`config.mk`:
```
export PLATFORM = sky130hd
export DESIGN_NAME = range_request_merge_queue_unit
export DESIGN_NICKNAME = d
export VERILOG_FILES = /design/src/design/rrmq_pkg.sv /design/src/design/rrmq_ram.sv /design/src/design/rrmq_ctrl.sv /design/src/design/rrmq_dp.sv /design/src/design/range_request_merge_queue_unit.sv
export SDC_FILE = /design/constraint.sdc
export NUM_CORES = 1
export LEC_CHECK = 0
export ABC_AREA = 1
export BUFFER_PORTS_ARGS = -buffer_cell sky130_fd_sc_hd__buf_4
export CORE_MARGIN = 2
export CORE_UTILIZATION = 38
export CTS_BUF_LIST = sky130_fd_sc_hd__clkbuf_8
export CTS_CLUSTER_SIZE = 30
export DETAILED_ROUTE_END_ITERATION = 12
export SYNTH_ARGS = -nofsm -noshare
export SYNTH_HDL_FRONTEND = slang
export SYNTH_SLANG_ARGS = --single-unit
```
`constraint.sdc`:
```
create_clock -name i_clk -period 15.6 [get_ports i_clk]
set_input_delay 1.56 -clock i_clk [delete_from_list [all_inputs] [get_ports i_clk]]
set_output_delay 1.56 -clock i_clk [all_outputs]
set_load 0.01 [all_outputs]
```
`src/design/rrmq_pkg.sv`:
```
`default_nettype none
package rrmq_pkg;

    // Field widths
    localparam int KIND_W    = 2;
    localparam int BEGIN_W   = 24;
    localparam int IMG_W     = 25;
    localparam int SPACE_W   = 16;
    localparam int PIECE_W   = 13;
    localparam int STATUS_W  = 2;
    localparam int AKIND_W   = 2;
    localparam int CFG_IDX_W = 2;
    localparam int ENTRY_W   = 2 * IMG_W;

    // Stream widths
    localparam int IN_TDATA_W  = 72;
    localparam int OUT_TDATA_W = 40;

    // Configuration reset values
    localparam logic [IMG_W-1:0]   IMAGE_SIZE_RST = IMG_W'(65536);
    localparam logic [PIECE_W-1:0] MAX_PIECE_RST  = PIECE_W'(128);
    localparam logic [PIECE_W-1:0] HASH_BYTES_RST = PIECE_W'(64);

    // Configuration register indexes
    typedef enum logic [CFG_IDX_W-1:0] {
        CFG_IMAGE_SIZE = 2'd0,
        CFG_MAX_PIECE  = 2'd1,
        CFG_HASH_BYTES = 2'd2
    } t_cfg_idx;

    typedef enum logic [KIND_W-1:0] {
        KIND_RANGE  = 2'd0,
        KIND_HASH   = 2'd1,
        KIND_STOP   = 2'd2,
        KIND_ANSWER = 2'd3
    } t_kind;

    typedef enum logic [STATUS_W-1:0] {
        ST_OK      = 2'd0,
        ST_INVALID = 2'd1,
        ST_NOSPACE = 2'd2,
        ST_NODATA  = 2'd3
    } t_status;

    typedef enum logic [AKIND_W-1:0] {
        AKIND_NONE  = 2'd0,
        AKIND_HASH  = 2'd1,
        AKIND_CHUNK = 2'd2
    } t_akind;

    typedef enum logic [1:0] {
        MODE_IDLE = 2'd0,
        MODE_HASH = 2'd1,
        MODE_XFER = 2'd2
    } t_mode;

    typedef enum logic [2:0] {
        S_IDLE      = 3'd0,
        S_DECODE    = 3'd1,
        S_WALK      = 3'd2,
        S_APPEND    = 3'd3,
        S_ANS_CALC  = 3'd4,
        S_ANS_APPLY = 3'd5,
        S_DONE      = 3'd6
    } t_state;

    // Controller to datapath
    typedef struct packed {
        logic capture;
        logic decode;
        logic walk_step;
        logic append;
        logic piece_calc;
        logic piece_apply;
        logic finish;
    } t_cmd;

    // Datapath to controller
    typedef struct packed {
        logic need_walk;
        logic need_piece;
        logic hit;
        logic walk_end;
        logic out_free;
    } t_stat;

endpackage
`default_nettype wire

```
`src/design/rrmq_ram.sv`:
```
`default_nettype none
module rrmq_ram #(
    parameter int WIDTH = 8,
    parameter int DEPTH = 8,
    localparam int AW = (DEPTH > 1) ? $clog2(DEPTH) : 1
) (
    input  wire logic             i_clk,
    input  wire logic             i_we,
    input  wire logic [AW-1:0]    i_waddr,
    input  wire logic [WIDTH-1:0] i_wdata,
    input  wire logic [AW-1:0]    i_raddr,
    output logic      [WIDTH-1:0] o_rdata
);
    logic [WIDTH-1:0] r_mem [DEPTH];
    logic [WIDTH-1:0] r_rdata;

    // Write one entry, read one entry registered
    always_ff @(posedge i_clk) begin
        if (i_we) begin
            r_mem[i_waddr] <= i_wdata;
        end
        r_rdata <= r_mem[i_raddr];
    end

    assign o_rdata = r_rdata;
endmodule
`default_nettype wire

```
`src/design/rrmq_ctrl.sv`:
```
`default_nettype none
module rrmq_ctrl (
    input  wire logic          i_clk,
    input  wire logic          i_rst_n,
    input  wire logic          i_in_valid,
    output logic               o_in_ready,
    input  wire rrmq_pkg::t_stat i_stat,
    output rrmq_pkg::t_cmd     o_cmd
);
    rrmq_pkg::t_state r_state;
    rrmq_pkg::t_state n_state;

    // State register
    always_ff @(posedge i_clk) begin
        if (!i_rst_n) begin
            r_state <= rrmq_pkg::S_IDLE;
        end else begin
            r_state <= n_state;
        end
    end

    // Next state and commands
    always_comb begin
        n_state    = r_state;
        o_cmd      = '0;
        o_in_ready = 1'b0;
        unique case (r_state)
            rrmq_pkg::S_IDLE: begin
                o_in_ready = 1'b1;
                if (i_in_valid) begin
                    o_cmd.capture = 1'b1;
                    n_state       = rrmq_pkg::S_DECODE;
                end
            end
            rrmq_pkg::S_DECODE: begin
                o_cmd.decode = 1'b1;
                if (i_stat.need_walk) begin
                    n_state = rrmq_pkg::S_WALK;
                end else if (i_stat.need_piece) begin
                    n_state = rrmq_pkg::S_ANS_CALC;
                end else begin
                    n_state = rrmq_pkg::S_DONE;
                end
            end
            rrmq_pkg::S_WALK: begin
                o_cmd.walk_step = 1'b1;
                if (i_stat.hit) begin
                    n_state = rrmq_pkg::S_DONE;
                end else if (i_stat.walk_end) begin
                    n_state = rrmq_pkg::S_APPEND;
                end
            end
            rrmq_pkg::S_APPEND: begin
                o_cmd.append = 1'b1;
                n_state      = rrmq_pkg::S_DONE;
            end
            rrmq_pkg::S_ANS_CALC: begin
                o_cmd.piece_calc = 1'b1;
                n_state          = rrmq_pkg::S_ANS_APPLY;
            end
            rrmq_pkg::S_ANS_APPLY: begin
                o_cmd.piece_apply = 1'b1;
                n_state           = rrmq_pkg::S_DONE;
            end
            rrmq_pkg::S_DONE: begin
                // Hand the result over and take the next request at once
                if (i_stat.out_free) begin
                    o_cmd.finish = 1'b1;
                    o_in_ready   = 1'b1;
                    if (i_in_valid) begin
                        o_cmd.capture = 1'b1;
                        n_state       = rrmq_pkg::S_DECODE;
                    end else begin
                        n_state = rrmq_pkg::S_IDLE;
                    end
                end
            end
            default: begin
                n_state = rrmq_pkg::S_IDLE;
            end
        endcase
    end

    a_finish_needs_room: assert property (@(posedge i_clk) disable iff (!i_rst_n)
        o_cmd.finish |-> i_stat.out_free)
        else $error("result loaded while output register still full");

    a_capture_to_decode: assert property (@(posedge i_clk) disable iff (!i_rst_n)
        o_cmd.capture |=> (r_state == rrmq_pkg::S_DECODE))
        else $error("accepted request not decoded next cycle");
endmodule
`default_nettype wire

```
`src/design/rrmq_dp.sv`:
```
`default_nettype none
module rrmq_dp #(
    parameter int RING_DEPTH = 8
) (
    input  wire logic                               i_clk,
    input  wire logic                               i_rst_n,
    input  wire rrmq_pkg::t_cmd                     i_cmd,
    output rrmq_pkg::t_stat                         o_stat,
    input  wire logic                               i_cfg_we,
    input  wire logic [rrmq_pkg::CFG_IDX_W-1:0]     i_cfg_index,
    input  wire logic [rrmq_pkg::IMG_W-1:0]         i_cfg_wdata,
    input  wire logic [rrmq_pkg::KIND_W-1:0]        i_kind,
    input  wire logic [rrmq_pkg::BEGIN_W-1:0]       i_range_begin,
    input  wire logic [rrmq_pkg::IMG_W-1:0]         i_range_end,
    input  wire logic [rrmq_pkg::SPACE_W-1:0]       i_space_left,
    input  wire logic                               i_out_ready,
    output logic                                    o_out_valid,
    output logic [rrmq_pkg::STATUS_W-1:0]           o_status,
    output logic [rrmq_pkg::AKIND_W-1:0]            o_answer_kind,
    output logic [rrmq_pkg::BEGIN_W-1:0]            o_piece_offset,
    output logic [rrmq_pkg::PIECE_W-1:0]            o_piece_length,
    output logic                                    o_has_answers
);
    localparam int IW = (RING_DEPTH > 1) ? $clog2(RING_DEPTH) : 1;
    localparam int CW = $clog2(RING_DEPTH + 1);
    localparam int AW = rrmq_pkg::IMG_W;
    localparam int PW = rrmq_pkg::PIECE_W;

    // Configuration
    logic [AW-1:0] r_image_size;
    logic [PW-1:0] r_max_piece;
    logic [PW-1:0] r_hash_bytes;

    // Captured request
    rrmq_pkg::t_kind               r_kind;
    logic [rrmq_pkg::BEGIN_W-1:0]  r_b;
    logic [AW-1:0]                 r_e;
    logic [rrmq_pkg::SPACE_W-1:0]  r_space;

    // Ring control
    logic [IW-1:0]    r_head;
    logic [CW-1:0]    r_count;
    rrmq_pkg::t_mode  r_mode;

    // Walk
    logic [IW-1:0] r_cur;
    logic [CW-1:0] r_issued;
    logic          r_cmp_valid;
    logic [IW-1:0] r_cmp_idx;

    // Piece
    logic [AW-1:0] r_p_s;
    logic [AW-1:0] r_p_en;
    logic [PW-1:0] r_p_size;

    // Staged result and output register
    rrmq_pkg::t_status             r_res_status;
    rrmq_pkg::t_akind              r_res_akind;
    logic [rrmq_pkg::BEGIN_W-1:0]  r_res_off;
    logic [PW-1:0]                 r_res_len;
    logic                          r_out_valid;
    logic [rrmq_pkg::STATUS_W-1:0] r_out_status;
    logic [rrmq_pkg::AKIND_W-1:0]  r_out_akind;
    logic [rrmq_pkg::BEGIN_W-1:0]  r_out_off;
    logic [PW-1:0]                 r_out_len;
    logic                          r_out_has;

    // Ring memory: {end, start}
    logic                         ram_we;
    logic [IW-1:0]                ram_waddr;
    logic [rrmq_pkg::ENTRY_W-1:0] ram_wdata;
    logic [IW-1:0]                ram_raddr;
    logic [rrmq_pkg::ENTRY_W-1:0] ram_rdata;

    logic [AW-1:0] b_ext;
    logic [AW-1:0] os;
    logic [AW-1:0] oe;
    logic          full;
    logic          bad;
    logic          empty;
    logic          lo_hit;
    logic          hi_hit;
    logic          hit;
    logic [AW-1:0] new_start;
    logic [AW-1:0] new_end;
    logic [IW-1:0] cur_inc;
    logic [IW-1:0] head_inc;
    logic [IW:0]   tail_sum;
    logic [IW-1:0] tail;
    logic [AW-1:0] diff;
    logic [PW-1:0] size_a;
    logic [PW-1:0] size_b;
    logic [AW-1:0] p_next;
    logic          drained;

    rrmq_pkg::t_status dec_status;
    rrmq_pkg::t_akind  dec_akind;

    rrmq_ram #(
        .WIDTH (rrmq_pkg::ENTRY_W),
        .DEPTH (RING_DEPTH)
    ) u_ring (
        .i_clk   (i_clk),
        .i_we    (ram_we),
        .i_waddr (ram_waddr),
        .i_wdata (ram_wdata),
        .i_raddr (ram_raddr),
        .o_rdata (ram_rdata)
    );

    // Range checks and merge compare
    always_comb begin
        b_ext     = {1'b0, r_b};
        os        = ram_rdata[AW-1:0];
        oe        = ram_rdata[2*AW-1:AW];
        full      = (r_count == CW'(RING_DEPTH));
        bad       = (b_ext >= r_image_size) || (r_e > r_image_size) || (b_ext > r_e);
        empty     = (b_ext == r_e);
        lo_hit    = (b_ext <= os) && (r_e >= os);
        hi_hit    = (b_ext > os) && (b_ext <= oe);
        hit       = r_cmp_valid && (lo_hit || hi_hit);
        new_start = lo_hit ? b_ext : os;
        new_end   = (r_e > oe) ? r_e : oe;
    end

    // Ring index arithmetic
    always_comb begin
        cur_inc  = (r_cur == IW'(RING_DEPTH - 1)) ? '0 : r_cur + 1'b1;
        head_inc = (r_head == IW'(RING_DEPTH - 1)) ? '0 : r_head + 1'b1;
        tail_sum = {1'b0, r_head} + (IW + 1)'(r_count);
        tail     = (tail_sum >= (IW + 1)'(RING_DEPTH))
                 ? IW'(tail_sum - (IW + 1)'(RING_DEPTH)) : tail_sum[IW-1:0];
    end

    // Piece size: clip to max_piece, then to space left
    always_comb begin
        diff    = (oe > os) ? oe - os : '0;
        size_a  = (diff > AW'(r_max_piece)) ? r_max_piece : diff[PW-1:0];
        size_b  = (rrmq_pkg::SPACE_W'(size_a) > r_space) ? r_space[PW-1:0] : size_a;
        p_next  = r_p_s + AW'(r_p_size);
        drained = (p_next == r_p_en);
    end

    // Result of the decode step
    always_comb begin
        dec_status = rrmq_pkg::ST_OK;
        dec_akind  = rrmq_pkg::AKIND_NONE;
        case (r_kind)
            rrmq_pkg::KIND_RANGE: begin
                if (!full && bad) begin
                    dec_status = rrmq_pkg::ST_INVALID;
                end
            end
            rrmq_pkg::KIND_ANSWER: begin
                case (r_mode)
                    rrmq_pkg::MODE_HASH: begin
                        if (r_space < rrmq_pkg::SPACE_W'(r_hash_bytes)) begin
                            dec_status = rrmq_pkg::ST_NOSPACE;
                        end else begin
                            dec_akind = rrmq_pkg::AKIND_HASH;
                        end
                    end
                    rrmq_pkg::MODE_XFER: ;
                    default: dec_status = rrmq_pkg::ST_NODATA;
                endcase
            end
            default: ;
        endcase
    end

    // Memory port selection
    always_comb begin
        ram_raddr = i_cmd.walk_step ? r_cur : r_head;
        ram_we    = 1'b0;
        ram_waddr = r_cmp_idx;
        ram_wdata = {new_end, new_start};
        if (i_cmd.walk_step && hit) begin
            ram_we = 1'b1;
        end else if (i_cmd.append) begin
            ram_we    = 1'b1;
            ram_waddr = tail;
            ram_wdata = {r_e, b_ext};
        end else if (i_cmd.piece_apply && (r_p_size != '0)) begin
            ram_we    = 1'b1;
            ram_waddr = r_head;
            ram_wdata = {r_p_en, p_next};
        end
    end

    // Status to controller
    always_comb begin
        o_stat.need_walk  = (r_kind == rrmq_pkg::KIND_RANGE) && !full && !bad && !empty;
        o_stat.need_piece = (r_kind == rrmq_pkg::KIND_ANSWER)
                          && (r_mode == rrmq_pkg::MODE_XFER) && (r_count != '0);
        o_stat.hit        = hit;
        o_stat.walk_end   = (r_issued == r_count) && !hit;
        o_stat.out_free   = !r_out_valid || i_out_ready;
    end

    // Configuration and ring control
    always_ff @(posedge i_clk) begin
        if (!i_rst_n) begin
            r_image_size <= rrmq_pkg::IMAGE_SIZE_RST;
            r_max_piece  <= rrmq_pkg::MAX_PIECE_RST;
            r_hash_bytes <= rrmq_pkg::HASH_BYTES_RST;
            r_head       <= '0;
            r_count      <= '0;
            r_mode       <= rrmq_pkg::MODE_IDLE;
            r_cur        <= '0;
            r_issued     <= '0;
            r_cmp_valid  <= 1'b0;
            r_out_valid  <= 1'b0;
        end else begin
            if (i_cfg_we) begin
                case (i_cfg_index)
                    rrmq_pkg::CFG_IMAGE_SIZE: r_image_size <= i_cfg_wdata;
                    rrmq_pkg::CFG_MAX_PIECE:  r_max_piece  <= i_cfg_wdata[PW-1:0];
                    rrmq_pkg::CFG_HASH_BYTES: r_hash_bytes <= i_cfg_wdata[PW-1:0];
                    default: ;
                endcase
            end

            if (i_cmd.decode) begin
                // Start a walk at the head
                r_cur       <= r_head;
                r_issued    <= '0;
                r_cmp_valid <= 1'b0;
                case (r_kind)
                    rrmq_pkg::KIND_HASH: r_mode <= rrmq_pkg::MODE_HASH;
                    rrmq_pkg::KIND_STOP: begin
                        r_mode  <= rrmq_pkg::MODE_IDLE;
                        r_count <= '0;
                        r_head  <= '0;
                    end
                    rrmq_pkg::KIND_ANSWER: begin
                        if (r_mode == rrmq_pkg::MODE_HASH) begin
                            if (r_space >= rrmq_pkg::SPACE_W'(r_hash_bytes)) begin
                                r_mode <= rrmq_pkg::MODE_IDLE;
                            end
                        end else if ((r_mode == rrmq_pkg::MODE_XFER) && (r_count == '0)) begin
                            r_mode <= rrmq_pkg::MODE_IDLE;
                        end
                    end
                    default: ;
                endcase
            end

            // Issue the next entry read, compare the one read before
            if (i_cmd.walk_step) begin
                if (r_issued != r_count) begin
                    r_cur       <= cur_inc;
                    r_issued    <= r_issued + 1'b1;
                    r_cmp_valid <= 1'b1;
                end else begin
                    r_cmp_valid <= 1'b0;
                end
            end

            if (i_cmd.append) begin
                r_count <= r_count + 1'b1;
                r_mode  <= rrmq_pkg::MODE_XFER;
            end

            // Pop the head once drained
            if (i_cmd.piece_apply && (r_p_size != '0) && drained) begin
                r_head  <= head_inc;
                r_count <= r_count - 1'b1;
                if (r_count == CW'(1)) begin
                    r_mode <= rrmq_pkg::MODE_IDLE;
                end
            end

            if (i_cmd.finish) begin
                r_out_valid <= 1'b1;
            end else if (i_out_ready) begin
                r_out_valid <= 1'b0;
            end
        end
    end

    // Payload registers
    always_ff @(posedge i_clk) begin
        if (i_cmd.capture) begin
            r_kind  <= rrmq_pkg::t_kind'(i_kind);
            r_b     <= i_range_begin;
            r_e     <= i_range_end;
            r_space <= i_space_left;
        end

        if (i_cmd.walk_step && (r_issued != r_count)) begin
            r_cmp_idx <= r_cur;
        end

        if (i_cmd.piece_calc) begin
            r_p_s    <= os;
            r_p_en   <= oe;
            r_p_size <= size_b;
        end

        if (i_cmd.decode) begin
            r_res_status <= dec_status;
            r_res_akind  <= dec_akind;
            r_res_off    <= '0;
            r_res_len    <= '0;
        end

        if (i_cmd.piece_apply) begin
            if (r_p_size == '0) begin
                r_res_status <= rrmq_pkg::ST_NOSPACE;
            end else begin
                r_res_akind <= rrmq_pkg::AKIND_CHUNK;
                r_res_off   <= r_p_s[rrmq_pkg::BEGIN_W-1:0];
                r_res_len   <= r_p_size;
            end
        end

        if (i_cmd.finish) begin
            r_out_status <= r_res_status;
            r_out_akind  <= r_res_akind;
            r_out_off    <= r_res_off;
            r_out_len    <= r_res_len;
            r_out_has    <= (r_mode != rrmq_pkg::MODE_IDLE);
        end
    end

    assign o_out_valid    = r_out_valid;
    assign o_status       = r_out_status;
    assign o_answer_kind  = r_out_akind;
    assign o_piece_offset = r_out_off;
    assign o_piece_length = r_out_len;
    assign o_has_answers  = r_out_has;

    a_count_bound: assert property (@(posedge i_clk) disable iff (!i_rst_n)
        r_count <= CW'(RING_DEPTH))
        else $error("pending count above ring depth");

    a_xfer_nonempty: assert property (@(posedge i_clk) disable iff (!i_rst_n)
        (r_mode == rrmq_pkg::MODE_XFER) |-> (r_count != '0))
        else $error("transferring with an empty ring");

    a_walk_bound: assert property (@(posedge i_clk) disable iff (!i_rst_n)
        i_cmd.walk_step |-> (r_issued <= r_count))
        else $error("walk ran past the pending entries");

    a_chunk_len: assert property (@(posedge i_clk) disable iff (!i_rst_n)
        (i_cmd.finish && (r_res_akind == rrmq_pkg::AKIND_CHUNK))
        |-> ((r_res_len != '0) && (r_res_len <= r_max_piece)))
        else $error("chunk piece length out of range");
endmodule
`default_nettype wire

```
`src/design/range_request_merge_queue_unit.sv`:
```
// Pending byte-range queue with merging. Requests come in on the slave stream
// (tuser = kind: range, hash, stop, answer) and each gives exactly one result on
// the master stream. A range request walks the pending entries from the head,
// one per cycle out of the ring memory, and widens the first range it touches
// or appends a new one; a full ring is not walked. An answer request with
// pending ranges reads the head entry. The next request is accepted in the
// cycle the result moves into the output register, and the output register
// holds a result until the master side takes it. Configuration (image_size,
// max_piece, hash_reply_bytes) is to be written by the user only while idle;
// the block itself does not enforce this.
`default_nettype none
module range_request_merge_queue_unit #(
    parameter int RING_DEPTH = 8
) (
    input  wire logic                                i_clk,
    input  wire logic                                i_rst_n,
    input  wire logic                                i_s_axis_tvalid,
    output logic                                     o_s_axis_tready,
    // [23:0] range_begin, [48:24] range_end, [64:49] space_left, [71:65] zero
    input  wire logic [rrmq_pkg::IN_TDATA_W-1:0]     i_s_axis_tdata,
    // [1:0] kind
    input  wire logic [rrmq_pkg::KIND_W-1:0]         i_s_axis_tuser,
    output logic                                     o_m_axis_tvalid,
    input  wire logic                                i_m_axis_tready,
    // [1:0] status, [25:2] piece_offset, [38:26] piece_length, [39] has_answers
    output logic [rrmq_pkg::OUT_TDATA_W-1:0]         o_m_axis_tdata,
    // [1:0] answer_kind
    output logic [rrmq_pkg::AKIND_W-1:0]             o_m_axis_tuser,
    input  wire logic                                i_cfg_we,
    input  wire logic [rrmq_pkg::CFG_IDX_W-1:0]      i_cfg_index,
    input  wire logic [rrmq_pkg::IMG_W-1:0]          i_cfg_wdata
);
    rrmq_pkg::t_cmd  cmd;
    rrmq_pkg::t_stat stat;

    logic [rrmq_pkg::STATUS_W-1:0] status;
    logic [rrmq_pkg::BEGIN_W-1:0]  piece_offset;
    logic [rrmq_pkg::PIECE_W-1:0]  piece_length;
    logic                          has_answers;

    rrmq_ctrl u_ctrl (
        .i_clk      (i_clk),
        .i_rst_n    (i_rst_n),
        .i_in_valid (i_s_axis_tvalid),
        .o_in_ready (o_s_axis_tready),
        .i_stat     (stat),
        .o_cmd      (cmd)
    );

    rrmq_dp #(
        .RING_DEPTH (RING_DEPTH)
    ) u_dp (
        .i_clk          (i_clk),
        .i_rst_n        (i_rst_n),
        .i_cmd          (cmd),
        .o_stat         (stat),
        .i_cfg_we       (i_cfg_we),
        .i_cfg_index    (i_cfg_index),
        .i_cfg_wdata    (i_cfg_wdata),
        .i_kind         (i_s_axis_tuser),
        .i_range_begin  (i_s_axis_tdata[23:0]),
        .i_range_end    (i_s_axis_tdata[48:24]),
        .i_space_left   (i_s_axis_tdata[64:49]),
        .i_out_ready    (i_m_axis_tready),
        .o_out_valid    (o_m_axis_tvalid),
        .o_status       (status),
        .o_answer_kind  (o_m_axis_tuser),
        .o_piece_offset (piece_offset),
        .o_piece_length (piece_length),
        .o_has_answers  (has_answers)
    );

    // Pack the result
    assign o_m_axis_tdata = {has_answers, piece_length, piece_offset, status};
endmodule
`default_nettype wire
```
==> Word-level counts from Yosys, hierarchy flattened <==
Memories as Yosys holds them, arrays and structs flattened. A register that Yosys moved wholly into a read port is not among the register bits.
Index checks and enable logic that the tools add are counted.
{ "classes": {"mux": 84, "addsub": 9, "reduce_logical": 45, "eq_ne": 24, "n_lt_le_gt_ge": 14} }
{ "ops": {"columns": ["cell", "count"], "rows": [
  ["$mux 50", 3],
  ["$gt 25x25->1", 3],
  ["$mux 25", 3],
  ["$mux 24", 3],
  ["$mux 13", 5],
  ["$mux 3", 18],
  ["$gt 24x25->1", 2],
  ["$le 24x25->1", 2],
  ["$mux 2", 17],
  ["$mux 4", 7],
  ["$add 25x13->25", 1],
  ["$eq 24x25->1", 1],
  ["$eq 25x25->1", 1],
  ["$ge 24x25->1", 1],
  ["$ge 25x25->1", 1],
  ["$gt 25x13->1", 1],
  ["$sub 25x25->25", 1],
  ["$mux 1", 22],
  ["$pmux 3 s6", 1],
  ["$ge 16x13->1", 1],
  ["$gt 13x16->1", 1],
  ["$lt 16x13->1", 1],
  ["$eq 3x3->1 const B", 5],
  ["$logic_and 1x1->1", 15],
  ["other kinds (32)", 60]
]} }
{ "totals": {"in_bits": 106, "output_inout_bits": 44, "reg_bits": 288, "ram_bits": 400, "word_cells": 205, "memories": 1} }
{ "mem_list": {"columns": ["memory", "words", "word_bits", "read_ports", "rd_clocked_by_memory_dff", "wr", "line_no", "text"], "rows": [
  ["u_dp.u_ring.r_mem", 8, 50, 1, 1, 1, "rrmq_ram.sv:14", "logic [WIDTH-1:0] r_mem [DEPTH];"]
]} }

==> Logic depth before layout (Yosys ltp) <==
Gate-level depths: netlist (run 1).
{ "logic_depth": {"depth_word": 9, "ltp_mapped": 42, "ltp_nobuf": 40} }

==> Cells and area by module <==
From an unflattened synthesis (run 1), not the netlist that was laid out.
{ "hier_totals": {"hier_cells": 4563, "hier_area_um2": 39476.6} }
{ "modules_own_cells": {"columns": ["mod", "area_each_um2", "n_inst", "seq_area_each_um2", "cells_per_inst"], "rows": [
  ["rrmq_dp", 20669.8, 1, 7457.2, 2713],
  ["rrmq_ram", 18491.5, 1, 13012.5, 1796],
  ["rrmq_ctrl", 307.8, 1, 60.1, 53],
  ["range_request_merge_queue_unit", 7.5, 1, 0.0, 1]
]} }

==> Worst setup path after synthesis (run 1) <==
OpenSTA, ideal clock, no wires.
{ "synth_path": {"path_type": "input -> register", "from": "input i_m_axis_tready", "to": "register u_dp.r_b[0] (netlist bit) (enable)", "required_ps": 15005, "path_slack_ps": 6506, "stages": 4, "n_path_buf": 0, "setup_ps": 595, "arrival_ps": 8499, "cell_sequence": "nor2_1 > nor2_1 > inv_1 > a21boi_0"} }
{ "synth_lines": {"columns": ["item", "line_no", "text"], "rows": [
  ["from (decl)", "range_request_merge_queue_unit.sv:24", "input wire logic i_m_axis_tready,"],
  ["to (signal assigned)", "rrmq_dp.sv:285", "r_b <= i_range_begin;"],
  ["to (decl)", "rrmq_dp.sv:36", "logic [rrmq_pkg::BEGIN_W-1:0] r_b;"]
]} }

==> Final worst setup path (run 1) <==
{ "layout_path": {"from": "register u_dp.u_ring.r_rdata[20] (netlist: u_dp.u_ring.o_rdata[20]), read port of u_dp.u_ring.r_mem", "to": "register u_dp.r_p_size[1] (data pin)"} }
{ "layout_via": {"elab_chain_cells": 6, "elab_cells_between_ends": 7, "cone_classes": "add/sub (1); order compare (3); mux (3)"} }
{ "layout_lines": {"columns": ["item", "line_no", "text"], "rows": [
  ["from (decl)", "rrmq_ram.sv:15", "logic [WIDTH-1:0] r_rdata;"],
  ["$sub 25x25->25 / $gt 25x25->1 (equally long branches)", "rrmq_dp.sv:137", "diff = (oe > os) ? oe - os : '0;"],
  ["$mux 25 *", "rrmq_dp.sv:137", null],
  ["$gt 25x13->1", "rrmq_dp.sv:138", "size_a = (diff > AW'(r_max_piece)) ? r_max_piece : diff[PW-1:0];"],
  ["$mux 13 *", "rrmq_dp.sv:138", null],
  ["$gt 13x16->1", "rrmq_dp.sv:139", "size_b = (rrmq_pkg::SPACE_W'(size_a) > r_space) ? r_space[PW-1:0] : size_a;"],
  ["$mux 13 *", "rrmq_dp.sv:139", null],
  ["net u_dp.size_b[1]", "rrmq_dp.sv:92", "logic [PW-1:0] size_b;"],
  ["to (signal assigned)", "rrmq_dp.sv:297", "r_p_size <= size_b;"],
  ["to (decl)", "rrmq_dp.sv:54", "logic [PW-1:0] r_p_size;"]
]} }
Mark *: on every way through the listed nets, which the timed path passes. The rest lies on a longest branch.
A chain may end at the register's enable or synchronous reset.

==> results of run 1 <==
[cell type report]
type	instances	area (µm²)	share of cell area [%]
Timing Repair Buffer	175	1310	3.12
Tap cell	1276	1600	3.80
Sequential cell	738	20500	48.8
Antenna cell	3	7.51	0.0178
Inverter	369	1390	3.31
Multi-Input combinational cell	2582	14600	34.7
Clock buffer	144	1980	4.71
Clock inverter	95	628	1.49
[routing by layer]
metal  vias to the layer above  share of wire, %  GRT usage, %
met4                         0               3.0          8.63
met2                       882                47          36.2
met5                         -                 0             0
li1                      13750                 -             -
met1                     13462                44          29.6
met3                       209               5.6          3.35
[logic make-up (layout without fill, tap and decap cells)]
logic type,count (synthesis),count (layout),synth area share (%)
other cells,0,3,0
compound gates,786,786,12.0
xor+xnor,33,33,0.857
simple gates,1497,1497,17.2
fa+ha+maj,266,266,9.07
flops,738,738,55.6
buf+inv,512,783,5.29
[cells in the final DEF, fill, tap and decap left out, drive strengths merged, types with 6 or more instances in the layout]
master	count
a21oi	210
ha	263
o21bai	6
nor2	525
clkbuf	144
o211ai	47
inv	421
o22ai	74
xnor2	12
nand4	62
buf	175
edfxtp	575
o21ai	346
nor4	10
nand3b	7
a31o	22
xor2	19
nand2	625
nor3	30
clkinv	32
dfxtp	163
nand3	215
bufinv	6
and2	12
a31oi	52
[report_power, final]
part / internal, mW / leakage, nW / total [mW] / switching, mW
logic: 0.843 / 8.93 / 2.82 / 1.97
clock network: 0.958 / 1.52 / 1.78 / 0.825
registers: 2.72 / 6.57 / 2.98 / 0.255
[worst paths after layout]
kind         cells past startpoint  slack, ps                               end                       startpoint
max reg2reg                     35       8670        u_dp.r_p_size[1]$_DFFE_PP_  u_dp.u_ring.o_rdata[20]$_DFF_P_
min                              0        410  u_dp.o_piece_offset[8]$_DFFE_PP_        u_dp.r_res_off[8]$_DFF_P_
min reg2reg                      0        410  u_dp.o_piece_offset[8]$_DFFE_PP_        u_dp.r_res_off[8]$_DFF_P_
max                             35       8670        u_dp.r_p_size[1]$_DFFE_PP_  u_dp.u_ring.o_rdata[20]$_DFF_P_
[stage by stage]
| stage | instance area (µm²) | worst slack (ps) | power (mW) |
|---|---|---|---|
| floorplan | 36900 | 6510 | 4.78 |
| finish | 42100 | 8670 | 7.58 |
| CTS | 42100 | 8810 | 7.60 |
| global route | 42100 | 7980 | 8.06 |
| global placement | 39400 | 8730 | 5.76 |
| detailed placement | 39400 | 8860 | 5.79 |
[state kept, by name (all words and copies together), names as in the netlist, 3 cells and up]
register	cells
u_dp.u_ring.r_mem	400
u_dp.u_ring.o_rdata	50
u_dp.r_e	25
u_dp.r_image_size	25
u_dp.r_p_en	25
u_dp.r_p_s	25
u_dp.o_piece_offset	24
u_dp.r_b	24
u_dp.r_res_off	24
u_dp.r_space	16
u_dp.o_piece_length	13
u_dp.r_hash_bytes	13
u_dp.r_max_piece	13
u_dp.r_p_size	13
u_dp.r_res_len	13
u_dp.r_count	4
u_dp.r_issued	4
u_ctrl.r_state	3
u_dp.r_cmp_idx	3
u_dp.r_cur	3
u_dp.r_head	3
==> results by group, run 1 <==
Cells and area
  – Fillers: 9290
  – Share of layout cells above drive strength 1: 11.1%
  – Finished Core Util: a little over two fifths
  – Nets: 4368
  – Post-Layout Cell Count: 5382
  – Synth-to-layout area growth: 13.9%

Min path
  – Hold WC Path Type: reg2reg

CTS
  – Post-CTS resize count: 0
  – Clk Latency, worst-skew pair: 820 ps
  – Root Driver: clkbuf_8
  – Hold-fix buffers, CTS: 0
  – Clock sink count: 738
  – CTS tree: built
  – H-tree levels: 4
  – Clock buffer count from CTS: 130
  – Clock tree buffer depth: 3
  – Setup bufs post-CTS: 0
  – Clock-pin slew on the worst setup and hold paths: around 60 ps

Die
  – Row cnt: between 100 and 150
  – CORE AREA: 96600 µm²
  – Initial core utilization: a little under two fifths
  – Die width: approximately 320 µm
  – Die Span Y: 316 µm
  – Top-Level Pins: 150
  – Die ar.: 99700 µm²

Worst setup path
  – CP max stage delay: 500 ps
  – Worst Path Buf+Inv: 5
  – Critical path class: reg2reg
  – Critical Path Source Type: flop
  – Crit-path max FO: 16
  – CP endpoint kind: flop
  – Critical path's slowest cell: nor2_2
  – Arr. time, crit path: ~7500 ps
  – Most used cell, CP: nand2_1
  – Cell family with most CP delay: simple AND/OR/NAND/NOR gates
  – WP data required: about 16000 ps

Pwr
  – VDD IR max: 89.7 µV
  – Leak Pwr: approximately 17 nW
  – Cell area power density: 180 nW/µm²

STA
  – Final setup vio count: 0
  – Worst slew pin tran: 1040 ps
  – Achievable Freq: 0.144 GHz
  – Rel. slew slack: 30.9%
  – Final hold viol count: 0
  – Total Neg Setup Slack: 0 ps
  – Final worst-path cycle share: 44.4%
  – Final hold slack: 409 ps
  – RSZ-0062 raised after global routing: false
  – Final Max Tran Viols: 0
  – Crit path time final: around 7000 ps
  – Clock skew: 43.2 ps

Routing
  – Drt total wl: 112000 µm
  – WL/cell: roughly 21 µm
  – Post-route ant nets: 0
  – DRC: 1
  – Via/cell ratio: 5.26
  – Drt pass-1 iters: 9
  – Vias: 28303
  – DRT iter0 DRCs: 2838

Status
  – Status: complete, but fails checks
  – Failing checks: DRC

Logic synthesis
  – Post-synthesis net count: 4204
  – Synth top area cells: edfxtp_1 (47%), ha_1 (8.9%), dfxtp_1 (8.8%)
  – Mapped cell area: 36900 µm²
  – Synth cell count leaders: nand2_1 (606), edfxtp_1 (575), nor2_1 (512)
  – Ys Warns: 0
  – Most used DFF post-synth: edfxtp_1
  – Synthesized instance count: ~3800
  – Post-synth EDFFs: 575
  – Top cell type's share of synthesized area: a little under half
  – Asr flop ratio synth: 0%
  – Average instance area after synthesis: 9.64 µm²
  – Post-synthesis cell type count: 55
  – Synth Register Bits: 738
  – Post-synthesis sequential area ratio: 55.6%
  – Yosys top cell by area: edfxtp_1
  – Top-count cell post-synth: nand2_1

Placed design
  – # port buffers: roughly 140
  – GP Congestion: approximately 0.95
  – Placed Cells: 5140
  – Post-DP HPWL: 78100 µm

Global route
  – Grt total ovfl: 0
  – Vias in the first global route: around 27000
  – Largest net degree at the start of global routing: 87
  – Global Route Usage Sum: 22.2%
  – Initial antenna violation count: 2
  – First-pass GRT wire length: 165000 µm

Job
  – Max-cap violations: 0
(Power assumes the default switching activity.)
==> inputs of run 2 (changes only) <==
- ABC_AREA: 1 -> 0
- clock period: 15.6 -> 6.1 ns (I/O delays scaled with it)
==> run 2 against run 1 <==
Compared with the run above:
- the flow finishes with violations (setup timing)
- critical path depth unchanged
- first-iteration DRC count shrank 3.3%
- die area down 1.5%
- maximum frequency increased by 0.48%
- combinational power decreased by 55%
- sequential cell count did not move
- power grew 50%
- sequential power rose by 95%
- final cell count shrank 2.4%
- synthesized cell count down 11%
- critical path type unchanged
- largest cell class unchanged
- largest power group unchanged
- highest routed layer unchanged
==> results by group, run 2 <==
Logic synthesis
  – Synth top area cells: edfxtp_1 (47%), ha_1 (9.0%), dfxtp_1 (9.0%)
  – Top cell type's share of synthesized area: 47.5% (+0.71 points)
  – Most used DFF post-synth: edfxtp_1
  – Post-synth EDFFs: 575 (unchanged)
  – Synthesized instance count: 3416 (-11%)
  – Average instance area after synthesis: 10.6 µm² (+10%)
  – Synth cell count leaders: nand2_1 (718), edfxtp_1 (575), nand3_1 (316)
  – Ys Warns: 0 (unchanged)
  – Mapped cell area: 36400 µm² (-1.5%)
  – Synth Register Bits: 738 (unchanged)
  – Post-synthesis net count: 3788 (-9.9%)
  – Asr flop ratio synth: 0% (unchanged)
  – Yosys top cell by area: edfxtp_1
  – Post-synthesis cell type count: 86 (+56%)
  – Top-count cell post-synth: nand2_1
  – Post-synthesis sequential area ratio: 56.4% (+0.85 points)

Routing
  – DRT iter0 DRCs: 2744 (-3.3%)
  – Post-route ant nets: 0 (unchanged)
  – Drt total wl: 115000 µm (+3.2%)
  – DRC: 0 (-1)
  – Vias: 28331 (+0.099%)
  – Via/cell ratio: 5.39 (+2.6%)
  – WL/cell: 21.9 µm (+5.8%)
  – Drt pass-1 iters: 6 (-3)

Status
  – Failing checks: setup timing
  – Status: complete, but fails checks

Worst setup path
  – Cell family with most CP delay: compound AO/OA/AOI/OAI gates
  – Critical path's slowest cell: o311ai_4
  – CP max stage delay: 390 ps (-110 ps)
  – Arr. time, crit path: 7410 ps (-70 ps)
  – Critical Path Source Type: flop
  – Most used cell, CP: o21a_1
  – Worst Path Buf+Inv: 5 (unchanged)
  – WP data required: 6620 ps (-9530 ps)
  – CP endpoint kind: flop
  – Crit-path max FO: 6 (-10)
  – Critical path class: reg2reg

CTS
  – CTS tree: built
  – Root Driver: clkbuf_8
  – Clock tree buffer depth: 3 (unchanged)
  – Clock-pin slew on the worst setup and hold paths: 60 ps (about the same)
  – Clock sink count: 738 (unchanged)
  – H-tree levels: 3 (-1)
  – Clk Latency, worst-skew pair: 800 ps (-20 ps)
  – Clock buffer count from CTS: 120 (-7.7%)

Global route
  – Grt total ovfl: 0 (unchanged)
  – Vias in the first global route: 27207 (+1.8%)
  – Global Route Usage Sum: 23.0% (+0.79 points)
  – First-pass GRT wire length: 170000 µm (+3.4%)
  – Initial antenna violation count: 7 (+5)
  – Largest net degree at the start of global routing: 94 (+8.0%)

Cells and area
  – Share of layout cells above drive strength 1: 18.1% (+6.9 points)
  – Most frequent cells in the layout: nand2_1 (713), edfxtp_1 (575), buf_4 (402)
  – Synth-to-layout area growth: 22.5%
  – Max reg flops: 400 (unchanged)
  – Largest reg by FF count: u_dp.u_ring.r_mem
  – Nets: 4251 (-2.7%)
  – Most common cell after layout, fill and taps aside: nand2_1

Die
  – Die width: 313 µm (-0.75%)
  – Top-Level Pins: 150 (unchanged)
  – Die ar.: 98200 µm² (-1.5%)
  – CORE AREA: 94900 µm² (-1.8%)
  – Die Span Y: 313 µm (-0.75%)
  – Initial core utilization: 38.3% (+0.098 points)
  – Row cnt: 113 (-0.88%)

Placed design
  – GP Congestion: 0.998 (+4.6%)
  – Post-DP HPWL: 82000 µm (+4.9%)
  – DP Worst Slack: -746 ps (-9610 ps)
  – # port buffers: 142 (unchanged)

STA
  – RSZ-0062 raised after global routing: true
  – Fin worst setup slack: -792 ps (-9470 ps)
  – Rel. slew slack: 18.1% (-13 points)
  – Final hold slack: 69.9 ps (-340 ps)
  – Achievable Freq: 0.145 GHz (+0.48%)
  – Clock skew: 64.3 ps (+21.2 ps)
  – Final Max Tran Viols: 0 (unchanged)
  – Final hold viol count: 0 (unchanged)
  – Worst slew pin tran: 1230 ps (+191 ps)
  – Final worst-path cycle share: 113% (+69 points)
  – Final setup vio count: 13 (+13)
  – Crit path time final: 6890 ps (-33.4 ps)

Pwr
  – Design Power: 11.3 mW (+50%)
  – Leak Pwr: 18.1 nW (+6.6%)
  – Cell area power density: 254 nW/µm² (+41%)
  – VDD IR max: 177 µV (+97%)

Min path
  – Hold WC Path Type: in2reg

Job
  – Max-cap violations: 0 (unchanged)
[run 2: cell count changes in the layout (fill, tap and decap cells not counted), sizes merged, moves of 69 or more]
| cell | before | now |
|---|---|---|
| o21ai | 346 | 122 |
| buf | 175 | 428 |
| nor2 | 525 | 114 |
| inv | 421 | 234 |
| a21o | 3 | 72 |
| nand3 | 215 | 316 |
| nand2 | 625 | 718 |
[run 2: repair_timing]
| item | in CTS | in global routing |
|---|---|---|
| cloned | 1 | 2 |
| hold buffers | 67 | 0 |
| hold endpoints to repair | 67 | 0 |
| setup endpoints to repair | 13 | 13 |
| setup buffers | 3 | 19 |
| resized for setup | 20 | 64 |
| pin swaps | 5 | 30 |
[run 2: where the power goes]
group | leakage, nW | internal (mW) | switching [mW]
Sequential | 6.58 | 5.66 | 0.155
Combinational | 10.2 | 0.500 | 0.784
Clock | 1.37 | 2.20 | 2.04
[run 2: logic make-up after synthesis]
group	Yosys count	share of synthesized area, %
simple gates	1414	17.8
flops	738	56.4
compound gates	570	10.7
buf+inv	346	3.63
mux	16	0.454
fa+ha+maj	266	9.21
xor+xnor	66	1.80
[run 2: path summary, 6_finish.rpt]
| kind | start | cells after the start | slack (ps) | endpoint |
|---|---|---|---|---|
| min reg2reg | u_dp.r_res_len[3]$_DFF_P_ | 0 | 430 | u_dp.o_piece_length[3]$_DFFE_PP_ |
| max reg2reg | u_dp.u_ring.o_rdata[1]$_DFF_P_ | 35 | -790 | u_dp.r_p_size[5]$_DFFE_PP_ |
| min | i_cfg_wdata[16] | 3 | 70 | u_dp.r_image_size[16]$_SDFFE_PN1P_ |
| max | u_dp.u_ring.o_rdata[1]$_DFF_P_ | 35 | -790 | u_dp.r_p_size[5]$_DFFE_PP_ |
[run 2: metrics by stage]
stage          area (µm²)  cells  utilization, %  setup TNS [ps]
6_report            44600   5252            47.0           -9960
5_1_grt             44500   5248            47.0          -12860
4_1_cts             44100   5228            46.5           -6690
3_5_place_dp        40900   4932            43.1           -9590
3_3_place_gp        40900   4932            43.1           -7650
2_1_floorplan       36600   3416               -           -2970
[run 2: tightest hold or removal path, delay by kind of cell]
kind	cells	cell delay, ps
buffers and inverters	1	80
AO/OA/AOI/OAI	1	80
AND/OR/NAND/NOR	1	40
[run 2: layout make-up]
cell class                      instances  area (µm²)
Fill cell                            8740       50300
Sequential cell                       738       20500
Inverter                              190         716
Clock buffer                          132        1820
Tap cell                             1265        1580
Clock inverter                         93         544
Antenna cell                            5        12.5
Timing Repair Buffer                  497        4190
Multi-Input combinational cell       2332       15200
[run 2: metal layers]
metal  global-route usage [%]  part of all wire (%)  vias up
met4                     9.41                   4.2        0
met5                        0                     0        -
met3                     4.04                   6.7      244
met1                     31.0                    44    13680
met2                     36.5                    45     1020
li1                         -                     -    13387
